**config.mk**
```make
export PLATFORM = sky130hd
export DESIGN_NAME = mec_ctrl
export DESIGN_NICKNAME = d
export VERILOG_FILES = /design/src/hw/rtl/mec_pkg.sv /design/src/hw/rtl/mec_ctrl.sv
export SDC_FILE = /design/constraint.sdc
export NUM_CORES = 1
export LEC_CHECK = 0
export ABC_AREA = 1
export BUFFER_PORTS_ARGS = -buffer_cell sky130_fd_sc_hd__clkbuf_2
export CORE_AREA = 2 2 39 41
export CTS_BUF_LIST = sky130_fd_sc_hd__clkbuf_4 sky130_fd_sc_hd__clkbuf_8 sky130_fd_sc_hd__clkbuf_16
export CTS_CLUSTER_DIAMETER = 100
export DETAILED_ROUTE_END_ITERATION = 16
export DIE_AREA = 0 0 41 43
export PLACE_DENSITY = 0.71
export SETUP_SLACK_MARGIN = 0.15
export SYNTH_ARGS = -nofsm -noshare
export SYNTH_HDL_FRONTEND = slang
export SYNTH_SLANG_ARGS = --single-unit
```
**constraint.sdc**
```tcl
create_clock -name clk_i -period 1.6 [get_ports clk_i]
set_input_delay 0.24 -clock clk_i [delete_from_list [all_inputs] [get_ports clk_i]]
set_output_delay 0.24 -clock clk_i [all_outputs]
set_load 0.005 [all_outputs]
```
**src/hw/rtl/mec_pkg.sv**
```systemverilog
package mec_pkg;

  // fixed widths of the words and the fixed-point formats
  localparam int unsigned QW       = 32;
  localparam int unsigned IdxW     = 10;
  localparam int unsigned CountW   = 11;
  localparam int unsigned CfgIdxW  = 8;
  localparam int unsigned ProdW    = 44;
  localparam int unsigned PMagW    = 42;
  localparam int unsigned DivCntW  = 2;
  localparam int unsigned WideW    = 48;
  localparam int unsigned SqW      = 64;
  localparam int unsigned FracBits = 28;

  // |z|^2 escape bound, 4.0 in Q8.56
  localparam logic [SqW:0] EscapeQ56 = 65'h0_0400_0000_0000_0000;

  // saturation bounds in the wide format
  localparam logic signed [WideW-1:0] QMax = 48'sh0000_7FFF_FFFF;
  localparam logic signed [WideW-1:0] QMin = 48'shFFFF_8000_0000;

  // register reset values, Q4.28
  localparam logic [QW-1:0] RealMinReset = 32'hE800_0000;
  localparam logic [QW-1:0] RealMaxReset = 32'h0800_0000;
  localparam logic [QW-1:0] ImagMinReset = 32'hF000_0000;
  localparam logic [QW-1:0] ImagMaxReset = 32'h1000_0000;

  // register indexes
  typedef enum logic [CfgIdxW-1:0] {
    CFG_REAL_MIN = 8'd0,
    CFG_REAL_MAX = 8'd1,
    CFG_IMAG_MIN = 8'd2,
    CFG_IMAG_MAX = 8'd3
  } cfg_reg_e;

  // controller to datapath commands
  typedef struct packed {
    logic load;
    logic prod;
    logic div_step;
    logic fin;
    logic mul;
    logic upd;
    logic out_load;
    logic axis;
  } cmd_t;

  // datapath to controller status
  typedef struct packed {
    logic div_last;
    logic escaped;
    logic at_limit;
  } sts_t;

  // clamp a wide signed value to the Q4.28 range
  function automatic logic [QW-1:0] sat_q(input logic signed [WideW-1:0] v);
    logic [QW-1:0] res;
    if (v > QMax) begin
      res = 32'h7FFF_FFFF;
    end else if (v < QMin) begin
      res = 32'h8000_0000;
    end else begin
      res = v[QW-1:0];
    end
    return res;
  endfunction

endpackage

```
**src/hw/rtl/mec_ctrl.sv**
```systemverilog
module mec_ctrl (
  input  logic          clk_i,
  input  logic          rst_ni,
  input  logic          in_valid_i,
  output logic          in_stall_o,
  output logic          out_valid_o,
  input  logic          out_stall_i,
  output mec_pkg::cmd_t cmd_o,
  input  mec_pkg::sts_t sts_i
);

  typedef enum logic [6:0] {
    ST_IDLE  = 7'b000_0001,
    ST_PROD  = 7'b000_0010,
    ST_DIV   = 7'b000_0100,
    ST_FIN   = 7'b000_1000,
    ST_MUL   = 7'b001_0000,
    ST_UPD   = 7'b010_0000,
    ST_DONE  = 7'b100_0000
  } state_e;

  state_e state_q, state_d;
  logic   axis_q, axis_d;
  logic   out_valid_q, out_valid_d;
  logic   out_free;

  // output register may be refilled when empty or being taken
  assign out_free = !out_valid_q || !out_stall_i;

  // sequencer
  always_comb begin
    state_d = state_q;
    axis_d  = axis_q;
    cmd_o   = '0;
    cmd_o.axis = axis_q;
    unique case (state_q)
      ST_IDLE: begin
        if (in_valid_i) begin
          cmd_o.load = 1'b1;
          axis_d     = 1'b0;
          state_d    = ST_PROD;
        end
      end
      ST_PROD: begin
        cmd_o.prod = 1'b1;
        state_d    = ST_DIV;
      end
      ST_DIV: begin
        cmd_o.div_step = 1'b1;
        if (sts_i.div_last) begin
          state_d = ST_FIN;
        end
      end
      ST_FIN: begin
        cmd_o.fin = 1'b1;
        if (!axis_q) begin
          axis_d  = 1'b1;
          state_d = ST_PROD;
        end else begin
          state_d = ST_MUL;
        end
      end
      ST_MUL: begin
        cmd_o.mul = 1'b1;
        state_d   = ST_UPD;
      end
      ST_UPD: begin
        cmd_o.upd = 1'b1;
        if (sts_i.escaped || sts_i.at_limit) begin
          state_d = ST_DONE;
        end else begin
          state_d = ST_MUL;
        end
      end
      ST_DONE: begin
        if (out_free) begin
          cmd_o.out_load = 1'b1;
          state_d        = ST_IDLE;
        end
      end
      default: begin
        state_d = ST_IDLE;
      end
    endcase
  end

  // result valid flag
  always_comb begin
    out_valid_d = out_valid_q;
    if (cmd_o.out_load) begin
      out_valid_d = 1'b1;
    end else if (!out_stall_i) begin
      out_valid_d = 1'b0;
    end
  end

  always_ff @(posedge clk_i or negedge rst_ni) begin
    if (!rst_ni) begin
      state_q     <= ST_IDLE;
      axis_q      <= 1'b0;
      out_valid_q <= 1'b0;
    end else begin
      state_q     <= state_d;
      axis_q      <= axis_d;
      out_valid_q <= out_valid_d;
    end
  end

  assign in_stall_o  = (state_q != ST_IDLE);
  assign out_valid_o = out_valid_q;

endmodule

```
**Word level (Yosys, flattened, before mapping)**

Cells that the tools add are included.

- Bits in registers: 9
- Input port bits: 7
- Output and inout bits: 10
- Logic and storage cells: 41

- Equal/unequal tests: 12
- Muxes and demuxes: 19
- Reduce and logical (&&, ||, !) cells: 7

Operators with widths:

| kind | count |
|---|---|
| 7-bit case mux with 7 select lines | 1 |
| 7-bit 2-to-1 mux | 4 |
| 1-bit 2-to-1 mux | 12 |
| 7-bit by 1-bit equality test with 1-bit output, second input constant | 1 |
| 7-bit by 2-bit equality test with 1-bit output, second input constant | 1 |
| 7-bit by 3-bit equality test with 1-bit output, second input constant | 1 |
| 7-bit by 4-bit equality test with 1-bit output, second input constant | 1 |
| 7-bit by 5-bit equality test with 1-bit output, second input constant | 1 |
| 7-bit by 6-bit equality test with 1-bit output, second input constant | 1 |
| 7-bit equality test, second input constant | 1 |
| 7-bit by 1-bit inequality test with 1-bit output, second input constant | 1 |
| 2-bit inequality test, second input constant | 3 |
| 5-bit 2-to-1 mux | 1 |
| 3-bit AND reduction | 1 |
| 1-bit logical NOT | 2 |
| 1-bit logical OR | 2 |
| 2-bit by 1-bit inequality test with 1-bit output, second input constant | 1 |
| 1-bit case mux with 2 select lines | 1 |
| 2-bit AND reduction | 1 |
| 2-bit nonzero test | 1 |

**Logic depth before layout (Yosys ltp)**

- Depth in word-level cells: 5
- Gate-level depth with buffers: 7
- Mapped depth without buffers: 7

**Least setup slack after synthesis**

OpenSTA, ideal clock, no wires.

- Path type: register to output
- From: register state_q[0]
- To: output cmd_o[1] (netlist name)
- Arrival time: 0.950 ns
- Data required time: 1.360 ns
- Path slack: 0.410 ns
- Cell stages (with the launch flop): 7
- Path buffers: 1
- Cell sequence: dfstp_2 nor2_2 nand2_2 inv_1 nand2_1 nor2_1 buf_4

RTL lines:

| element | RTL line | text |
|---|---|---|
| from (decl) | mec_ctrl.sv:22 | `state_e state_q, state_d;` |
| from (signal assigned) | mec_ctrl.sv:103 | `state_q <= state_d;` |
| to (decl) | mec_ctrl.sv:8 | `output mec_pkg::cmd_t cmd_o,` |

==> impl_metrics.csv <==
group,metric,value,unit
clocking,clk_latency,0.26,ns
worst_setup_path,crit_fanout,5,
sta,worstMarginPinSlew,0.2429,ns
power,power.share.combinational,52.2,%
status,status,"completed",
global_routing,grt.total_usage,22.30,%
finish,n_fill_cell,127,
worst_setup_path,r2r_setup_slack,0.21,ns
min_path,min_to,"out_valid_o",
global_routing,grt_max_degree,10,
power,switchingPower,0.4702,mW
place,numPortBuffers,16,
routing,routed_wl,1522,um
synth,yosys-top-cells-count,"13 x inv_1, 12 x nor2_1, 11 x nand2_1",
power,swShare,41.56,%
floorplanning,initial_core_util,41.95,%
global_routing,antenna_found_initial,0,
sta,hold_viol,0,
routing,post_drt_wl_per_cell,12.68,um
clocking,cts_tree,"built",
routing,drc_errors,0,
worst_setup_path,r2r-end,"state_q[2]",
floorplanning,row_count,14,
place,place_hpwl,940.1,um
global_routing,grt_pass1_wl,2594,um
routing,antenna_left,0,
sta,period_minus_slack,1.592,ns
worst_setup_path,crit_arrival,1.35,ns
place,dpl_worst_slack,0.2616,ns
synth,synth_fp_nets,82,
power,leakage,0.4503,nW
synth,yosysSeqAreaShare,39.01,%
sta,worst_slack,0.008234,ns
synth,yosysMostFrequentCell,"inv_1",
floorplanning,die_y,43,um
worst_setup_path,crit_type,"reg -> out",
synth,yosysTopAreaCell,"dfrtp_1",
floorplanning,ioPinCount,17,
min_path,hold_path.startpoint,"out_stall_i",
sta,rsz0062_at_grt,"yes",
floorplanning,die_area,1763,um^2
worst_setup_path,required,1.36,ns
power,max-vdd-ir-drop,799.6,uV
sta,finalSetupTns,0,ns
sta,relSlewSlack,83.81,%
global_routing,grt_pass1_vias,606,
floorplanning,die_w,41,um
clocking,cts-buffers-inserted,3,
routing,via_count,592,
power,power_density,1395,nW/um^2
clocking,cts-root-buf,"clkbuf_4",
min_path,hold_depth,3,
finish,diodes,0,
power,clkPwrFrac,17.4,%
finish,area_growth,39.66,%
clocking,cts.sinks,9,
worst_setup_path,endpoint_kind,"primary output",
floorplanning,core-area,1384,um^2
synth,ys_seq_elements,9,
min_path,hold_class,"in -> reg",
synth,netlist_area,580.6,um^2
routing,drtIter0Drc,6,
job,maxCapViolCount,0,
sta,max_freq,628.2,MHz
synth,synth_flop_cell,"dfrtp_1",
routing,drt_first_pass_iters,4,
worst_setup_path,timing.rr.start,"state_q[4]",
global_routing,grt_overflow,0,
place,place.gp.congestion,0.8836,
power,power_frac_seq,30.5,%
synth,syn_avg_cell_area,7.741,um^2
synth,ys_types,21,
clocking,clock_path_buffers,2,
finish,nNetsFinal,112,
routing,vias_per_cell,4.933,
synth,async_flop_share,100.0,%
worst_setup_path,start_kind,"flip-flop",
synth,synth_cells,75,
clocking,cts-htree-levels,1,
finish,layout-drive-gt1-share,51.92,%
synth,synth_area_leaders,"dfrtp_1 34%, inv_1 8.4%, nor2_1 7.8%, nand2_1 7.1%, nor2_2 6.5%",
sta,finalClockSkew,0.008950,ns
sta,drv_slew,0,
power,cell_internal_pwr,0.6611,mW
clocking,clkTransAtPathRegs,0.06,ns
worst_setup_path,r2r_cells,6,
sta,finalSetupViolations,0,
synth,yosys_warnings,0,
sta,fin_crit_sh,99.49,%
synth,synth_edf_count,0,
synth,synth_top_area_share,34.48,%
## what timing repair did
item | 4_1_cts | 5_1_grt
endpoints found under the hold margin | 8 | 0
setup endpoints to repair | 7 | 8
pin swaps | 5 | 4
hold buffers | 1 | 0
resized for setup | 5 | 2
buffers inserted | 7 | 4
## kinds of logic (layout without fill, tap and decap cells)
kind of cell | after synthesis | after routing | share of synthesized area, %
buffers and inverters | 17 | 46 | 12.93
AND/OR/NAND/NOR | 43 | 43 | 40.73
flip-flops | 9 | 9 | 39.01
AO/OA/AOI/OAI | 6 | 6 | 7.326
## routing by layer
metal	track usage [%]	wire length, um
met5	0	0
met4	16.67	62
met3	3.665	54
met2	33.13	840
met1	27.27	565
## stage by stage
step / utilization [%] / area, um^2 / std cells / total power [mW] / hold slack, ns
after floorplan: - / 580.6 / 75 / 0.7040 / -0.05559
after global placement: 47.56 / 658.1 / 104 / 0.8110 / 0.1087
after detailed placement: 47.56 / 658.1 / 104 / 0.8195 / 0.1133
after CTS: 55.70 / 770.7 / 116 / 1.110 / 0.2025
after global routing: 58.59 / 810.8 / 120 / 1.234 / 0.2115
final: 58.59 / 810.8 / 120 / 1.131 / 0.2117
## worst max path at each step
| stage | from | to | slack [ns] | cells past startpoint |
|---|---|---|---|---|
| finish | state_q[4] | cmd_o[6] | 0.008 | 5 |
| global route | state_q[5] | cmd_o[1] | -0.08 | 5 |
| CTS | state_q[0] | cmd_o[7] | 0.02 | 5 |
| detailed placement | state_q[4] | cmd_o[7] | 0.26 | 6 |
| global placement | state_q[4] | cmd_o[7] | 0.30 | 6 |
| floorplan | state_q[0] | cmd_o[1] | 0.41 | 6 |
## state kept, by name, indices dropped and copies added (netlist names)
name	cells
state_q	7
axis_q	1
out_valid_o	1
## placed cells by master (no fill, tap or decap)
master          n
dfstp_2         1
nor2_1         12
nand3_2         4
buf_4          11
o31ai_1         1
clkbuf_2       16
nand2_2         2
o21ai_2         1
dfrtp_1         8
nor2_4          6
nor2_2          3
nand2_1        11
inv_2           2
o21bai_2        1
nand2_4         1
o21ai_0         1
a21oi_1         1
nand3_1         2
o21ai_1         1
nor3_2          2
clkbuf_4        4
inv_1          12
dlygate4sd3_1   1
## worst max-delay path, cell delays in order (launching register included)
cell	delay, ns
dfrtp_1	0.42
nor2_2	0.17
nand2_4	0.11
buf_4	0.17
nor2_4	0.11
clkbuf_2	0.12
## area by class of cell
cell class,count,area (um^2),area share (%)
sequential,9,226.5,27.93
multi-input combinational,49,309.0,38.12
tap,16,20.02,2.469
timing repair buffer,28,172.7,21.30
inverter,14,52.55,6.481
clock buffer,4,30.03,3.704
## power groups by stage
| stage | logic [mW] | clock network [mW] | registers [mW] |
|---|---|---|---|
| floorplan | 0.372 | 0 | 0.332 |
| global placement | 0.471 | 0 | 0.340 |
| detailed placement | 0.478 | 0 | 0.341 |
| CTS | 0.564 | 0.201 | 0.346 |
| global route | 0.658 | 0.226 | 0.351 |
| finish | 0.590 | 0.196 | 0.345 |
(Power assumes the default switching activity.)
